**src/design/bffa_pkg.sv**
```systemverilog
`timescale 1ns / 1ps

package bffa_pkg;

    // Default sizing handed to the top level parameters
    localparam int DEF_MAX_BLOCKS = 8192;
    localparam int DEF_MAX_INODES = 2048;
    localparam int DEF_SCAN_WIDTH = 32;

    // Fixed field widths
    localparam int IDX_W      = 13;
    localparam int ST_W       = 2;
    localparam int BCNT_W     = 14;
    localparam int ICNT_W     = 12;
    localparam int BSTART_W   = 13;
    localparam int ISTART_W   = 11;
    localparam int CFG_ADDR_W = 8;
    localparam int CFG_DATA_W = 16;

    // Register indexes on the config port
    localparam logic [CFG_ADDR_W-1:0] REG_BLOCK_COUNT = CFG_ADDR_W'(0);
    localparam logic [CFG_ADDR_W-1:0] REG_INODE_COUNT = CFG_ADDR_W'(1);
    localparam logic [CFG_ADDR_W-1:0] REG_BLOCK_START = CFG_ADDR_W'(2);
    localparam logic [CFG_ADDR_W-1:0] REG_INODE_START = CFG_ADDR_W'(3);

    // Register reset values
    localparam logic [BCNT_W-1:0] BCNT_RESET = BCNT_W'(8192);
    localparam logic [ICNT_W-1:0] ICNT_RESET = ICNT_W'(2048);
    localparam int START_RESET [8] = '{0, 0, 0, 0, 11, 11, 11, 11};

    // Request codes
    localparam logic CMD_ALLOC  = 1'b0;
    localparam logic CMD_FREE   = 1'b1;
    localparam logic KIND_BLOCK = 1'b0;
    localparam logic KIND_INODE = 1'b1;

    typedef enum logic [ST_W-1:0] {
        ST_OK     = 2'd0,
        ST_FULL   = 2'd1,
        ST_DOUBLE = 2'd2
    } t_status;

    typedef enum logic [2:0] {
        S_CLEAR,
        S_IDLE,
        S_DISPATCH,
        S_SCAN,
        S_FREE_CHK,
        S_RESULT
    } t_state;

    // Controller to datapath
    typedef struct packed {
        logic    load;      // capture request and config
        logic    issue;     // read the current scan row
        logic    wr_set;    // mark the found entry used
        logic    wr_clr;    // mark the freed entry free
        logic    clr_wr;    // clearing pass write
        logic    res_load;  // capture result
        t_status res_code;
        logic    out_load;  // move result to output register
    } t_dp_cmd;

    // Datapath to controller
    typedef struct packed {
        logic cmd_free;
        logic empty;
        logic oob;
        logic found;
        logic last_chk;
        logic iss_done;
        logic bit_set;
        logic clr_last;
        logic out_busy;
    } t_dp_stat;

endpackage

```
**src/design/bffa_ctrl.sv**
```systemverilog
`timescale 1ns / 1ps

module bffa_ctrl (
    input  logic               i_clk,
    input  logic               i_rst_n,
    input  logic               i_in_valid,
    output logic               o_in_ready,
    input  bffa_pkg::t_dp_stat i_stat,
    output bffa_pkg::t_dp_cmd  o_cmd
);
    import bffa_pkg::*;

    t_state r_state;
    t_state n_state;

    // State register
    always_ff @(posedge i_clk) begin
        if (!i_rst_n) begin
            r_state <= S_CLEAR;
        end else begin
            r_state <= n_state;
        end
    end

    // Next state and commands
    always_comb begin
        n_state    = r_state;
        o_cmd      = '0;
        o_in_ready = 1'b0;
        case (r_state)
            S_CLEAR: begin
                o_cmd.clr_wr = 1'b1;
                if (i_stat.clr_last) begin
                    n_state = S_IDLE;
                end
            end
            S_IDLE: begin
                o_in_ready = 1'b1;
                if (i_in_valid) begin
                    o_cmd.load = 1'b1;
                    n_state    = S_DISPATCH;
                end
            end
            S_DISPATCH: begin
                if (i_stat.cmd_free) begin
                    if (i_stat.oob) begin
                        o_cmd.res_load = 1'b1;
                        o_cmd.res_code = ST_DOUBLE;
                        n_state        = S_RESULT;
                    end else begin
                        o_cmd.issue = 1'b1;
                        n_state     = S_FREE_CHK;
                    end
                end else if (i_stat.empty) begin
                    o_cmd.res_load = 1'b1;
                    o_cmd.res_code = ST_FULL;
                    n_state        = S_RESULT;
                end else begin
                    o_cmd.issue = 1'b1;
                    n_state     = S_SCAN;
                end
            end
            S_SCAN: begin
                // reads keep streaming; the row in flight at a hit is dropped
                o_cmd.issue = !i_stat.iss_done;
                if (i_stat.found) begin
                    o_cmd.wr_set   = 1'b1;
                    o_cmd.res_load = 1'b1;
                    o_cmd.res_code = ST_OK;
                    n_state        = S_RESULT;
                end else if (i_stat.last_chk) begin
                    o_cmd.res_load = 1'b1;
                    o_cmd.res_code = ST_FULL;
                    n_state        = S_RESULT;
                end
            end
            S_FREE_CHK: begin
                o_cmd.res_load = 1'b1;
                if (i_stat.bit_set) begin
                    o_cmd.wr_clr   = 1'b1;
                    o_cmd.res_code = ST_OK;
                end else begin
                    o_cmd.res_code = ST_DOUBLE;
                end
                n_state = S_RESULT;
            end
            S_RESULT: begin
                if (!i_stat.out_busy) begin
                    o_cmd.out_load = 1'b1;
                    n_state        = S_IDLE;
                end
            end
            default: begin
                n_state = S_IDLE;
            end
        endcase
    end

    // A scan is started only on a pool that has entries
    a_scan_nonempty: assert property (@(posedge i_clk) disable iff (!i_rst_n)
        (r_state == S_SCAN) |-> !i_stat.empty)
        else $error("scan running on an empty pool");

    // Requests are not taken until the clearing pass has finished
    a_clear_first: assert property (@(posedge i_clk) disable iff (!i_rst_n)
        (r_state == S_CLEAR) |=> (r_state == S_CLEAR) || (r_state == S_IDLE))
        else $error("left clearing pass early");

endmodule

```
**config.mk**
```make
export PLATFORM = sky130hd
export DESIGN_NAME = bffa_ctrl
export DESIGN_NICKNAME = d
export VERILOG_FILES = /design/src/design/bffa_pkg.sv /design/src/design/bffa_ctrl.sv
export SDC_FILE = /design/constraint.sdc
export NUM_CORES = 1
export LEC_CHECK = 0
export BUFFER_PORTS_ARGS = -buffer_cell sky130_fd_sc_hd__buf_2
export CAP_MARGIN = 20
export CORE_AREA = 10 10 47 49
export CTS_CLUSTER_SIZE = 20
export DETAILED_ROUTE_END_ITERATION = 7
export DIE_AREA = 0 0 57 59
export SLEW_MARGIN = 0
export SYNTH_ARGS = -nofsm -noshare
export SYNTH_HDL_FRONTEND = slang
export SYNTH_SLANG_ARGS = --single-unit
```
**constraint.sdc**
```tcl
create_clock -name i_clk -period 1.3 [get_ports i_clk]
set_input_delay 0.13 -clock i_clk [delete_from_list [all_inputs] [get_ports i_clk]]
set_output_delay 0.13 -clock i_clk [all_outputs]
set_load 0.05 [all_outputs]
```
# Yosys cells after proc, flatten, opt, wreduce, memory -nomap -nowiden
# Index checks and enable logic that the tools add are counted.
# totals
elab_cells	43
ff_bits	3
out_inout_bits	10
# op_classes
eq_ne	9
reduce_logical	3
muxes	30
# op_table
operator	count
$mux W3	12
$pmux W3 S6	1
$mux W1	14
$pmux W3 S3	1
$eq A3 B2 Y1 const B	2
$eq A3 B3 Y1 const B	2
$ne A2 B2 Y1 const B	3
$reduce_and A4 Y1	1
$eq A3 B1 Y1 const B	1
$logic_not A3 Y1	1
$ne A3 B3 Y1 const B	1
$mux W2	1
$pmux W1 S2	1
$logic_not A1 Y1	1

# Longest topological paths before layout
# logic_depth
ltp_word	3
mapped_depth	3
depth_no_buf	3

# Worst setup path after synthesis
# No wires, ideal clock.
# synth_path
path_type	flip-flop to output port
start	reg r_state[1]
end	out o_cmd[3] in the netlist's numbering
path_slack_ns	-0.631
t_arrival_ns	1.801
n_path_buf	0
stages_incl_launch_ff	3
cell_sequence	dfxtp_1 nand2b_4 o32ai_1
# synth_lines
item	line	text
start, declared	bffa_ctrl.sv:13	t_state r_state;
start signal, assigned	bffa_ctrl.sv:21	r_state <= n_state;
end, declared	bffa_ctrl.sv:9	output bffa_pkg::t_dp_cmd o_cmd

==> run_results.csv <==
group,metric,value,unit
status,status,"finished, violations left",
status,violations,"setup timing",
route,vias,401,
sta,slew_viol_final,0,
final_layout,finalNonFillerCells,87,
global_route,antenna_found_initial,0,
sta,worst_pin_slew,0.262,ns
setup_path,crit_buf_inv,1,
floorplan,initial_core_util,0.218,
setup_path,crit_chain,"nand2b_4 -> o22a_1 -> nor2_4 -> buf_8",
final_layout,top_register,"r_state",
placed_design,post_dp_cell_area,495,µm²
clocking,holdBufCountCts,0,
sta,finClkSkew,0.00248,ns
route,ant_nets,0,
clocking,cts_max_level,1,
worst_hold_path,holdPathEnd,"r_state[0]",
setup_path,arrival,1.22,ns
pwr,powerDensity,827,mW/mm²
synthesis,synth_area,305,µm²
synthesis,synthCells,38,
global_route,grt_max_degree,7,
setup_path,rr_worst_depth,4,
route,wl_per_cell,12.7,µm
setup_path,cp-start-kind,"flip-flop",
clocking,numCtsBuffers,3,
clocking,clock_path_buffers,2,
synthesis,ys_types,24,
setup_path,required,1.17,ns
floorplan,io_pins,22,
setup_path,r2r-end,"r_state[0]",
synthesis,ys_seq_elements,3,
placed_design,hpwl,874,µm
final_layout,syn2layout_area_growth,112,%
final_layout,largest_register_ffs,3,
sta,fin_crit,1.35,ns
floorplan,rows,14,
route,drt-vias-per-instance,4.61,
synthesis,synth_nets,50,
setup_path,end_kind,"primary output",
setup_path,path_max_fanout,6,
clocking,cts.reportedPaths.clkPinSlew,0.04,ns
route,drcViolationCount,0,
route,initialDrtViolationCount,1,
final_layout,final_cell_area,647,µm²
clocking,clock_sinks,3,
synthesis,ys_seq_area_frac,0.197,
sta,finalSetupViolCount,4,
pwr,power.leakage,0.287,nW
synthesis,yosys_warnings,0,
clocking,cts_tree,"built",
route,wl,1100,µm
placed_design,gp_congestion,0.706,
synthesis,avgSynthCellArea,8.03,µm²
clocking,cts_root_buf,"clkbuf_4",
global_route,grt_first_pass_wirelength,1840,µm
setup_path,path_delay_family,"flip-flops",
final_layout,n_antenna_cell,0,
floorplan,die_w,57,µm
job,drv_cap,0,
final_layout,layout-drive-gt1-share,0.718,
worst_hold_path,hold_depth,3,
floorplan,die-area,0.00336,mm²
route,drtPass1Iterations,4,
pwr,ir_worst_vdd,0.000450,V
global_route,track_usage,0.0665,
sta,max-slew-margin-rel,0.823,
sta,rsz0062_at_grt,"yes",
setup_path,r2r_start,"r_state[2]",
sta,finalCritPeriodShare,1.04,
sta,finalHoldViolations,0,
placed_design,port_buffers,21,
sta,finalWorstSetupSlack,-0.0510,ns
setup_path,cp_slowest_cell,"dfxtp_2",
global_route,gr-total-overflow,0,
setup_path,r2r_slack,0.25,ns
setup_path,cp_slowest_stage_delay,0.33,ns
placed_design,dp_cells,80,
sta,fmaxAchievable,0.740,GHz
floorplan,dieHeight,59,µm
clocking,clock_latency,0.23,ns
worst_hold_path,hold_path_startpoint,"i_rst_n",
floorplan,coreArea,0.00140,mm²
worst_hold_path,min_path_type,"in2reg",
final_layout,top_regs,"r_state: 3 flops",
global_route,grt_pass1_vias,419,
final_layout,nets,84,
setup_path,crit_type,"reg2out",
==> per-layer routing <==
| metal | vias to the layer above | global-route usage | wire, µm |
|---|---|---|---|
| li1 | 209 | - | - |
| met4 | 0 | 0.0201 | 0 |
| met1 | 181 | 0.0652 | 422 |
| met5 | - | 0 | 0 |
| met2 | 11 | 0.115 | 590 |
| met3 | 0 | 0.0408 | 91 |
==> placed cells by master, fill, tap and decap left out <==
master,synthesis,final
buf_2,0,12
buf_4,0,10
buf_6,1,6
nand3b_1,3,3
nand2_1,3,3
clkbuf_4,0,3
dfxtp_2,0,3
nor2_4,0,2
nand2b_4,1,2
a21oi_2,0,2
nor2_1,5,2
nor3_2,1,2
buf_8,0,2
and2_4,0,1
inv_1,1,1
o22a_1,1,1
a21o_1,1,1
nor3b_4,0,1
o32ai_4,0,1
nor2b_2,1,1
o21ba_1,1,1
nand2b_1,2,1
nor2_2,0,1
nor3b_2,1,1
o21ai_1,1,1
o41ai_2,1,1
a21oi_1,3,1
nor3_1,2,1
o2bb2ai_1,1,1
nand4b_1,1,1
o31ai_1,1,1
clkbuf_1,0,1
==> through the flow <==
stage	total power [mW]	TNS, ns	setup WS [ns]	hold slack, ns	utilization
after floorplan	0.253	-0.449	-0.157	0.236	-
after global placement	0.318	0	0.0659	0.391	0.354
after detailed placement	0.319	0	0.0534	0.395	0.354
after CTS	0.527	-0.174	-0.0592	0.142	0.443
after global routing	0.573	-0.542	-0.120	0.162	0.462
final	0.535	-0.130	-0.0510	0.149	0.462
==> power by group <==
group / leakage (nW) / internal [mW] / switching (mW) / total, mW
clock network: 0.0150 / 0.115 / 0.0465 / 0.161
logic: 0.246 / 0.117 / 0.147 / 0.264
registers: 0.0258 / 0.101 / 0.00832 / 0.109
total: 0.287 / 0.333 / 0.202 / 0.535
==> cells by family after synthesis <==
logic type,Yosys count,share of synthesized area
and+or+nand+nor,22,0.467
DFF,3,0.197
AOI/OAI and AO/OA,11,0.287
buffers and inverters,2,0.0492
==> area by class of cell <==
class,instances,area (µm²)
repair buffers,30,233
clock buffers,4,26.3
well taps,16,20.0
inverters,1,3.75
fillers,151,754
flip-flops and latches,3,63.8
multi-input cells,33,300
==> worst max-delay path by stage <==
stage	endpoint	cells after the start	from	slack, ns
after floorplan	o_cmd[3]	2	r_state[1]	-0.16
after global placement	o_cmd[7]	4	r_state[0]	0.07
after detailed placement	o_cmd[2]	4	r_state[1]	0.05
after CTS	o_cmd[7]	4	r_state[0]	-0.06
after global routing	o_cmd[7]	4	r_state[0]	-0.12
final	o_cmd[2]	4	r_state[2]	-0.05
==> worst register-to-register path, stage by stage, from the launching register on <==
cell and delay (ns):
dfxtp_2 0.33, nand2b_4 0.17, buf_4 0.14, o41ai_2 0.22, a21oi_1 0.07
==> timing repair <==
action | in CTS | in global routing
setup buffers | 2 | 1
setup endpoints to repair | 8 | 9
resized for setup | 24 | 7
pin swaps | 3 | 1
==> cells in the mapped netlist <==
cell type	number	area [µm²]
nor3b_2	1	12.5
nor3_2	1	10.0
o21ba_1	1	10.0
nor3b_1	1	7.51
nor3_1	2	10.0
buf_6	1	11.3
nand3b_1	3	22.5
o41ai_2	1	16.3
o21ai_1	1	5.00
and2_1	1	6.26
o32ai_1	1	8.76
nand4b_1	1	8.76
inv_1	1	3.75
nand2b_1	2	12.5
o31ai_1	1	7.51
nand2_1	3	11.3
nand2b_4	1	13.8
dfxtp_1	3	60.1
a21oi_1	3	15.0
o2bb2ai_1	1	8.76
nor2b_2	1	8.76
a21o_1	1	7.51
nor2_1	5	18.8
o22a_1	1	8.76
No activity file was read; power rests on OpenSTA's default activity.
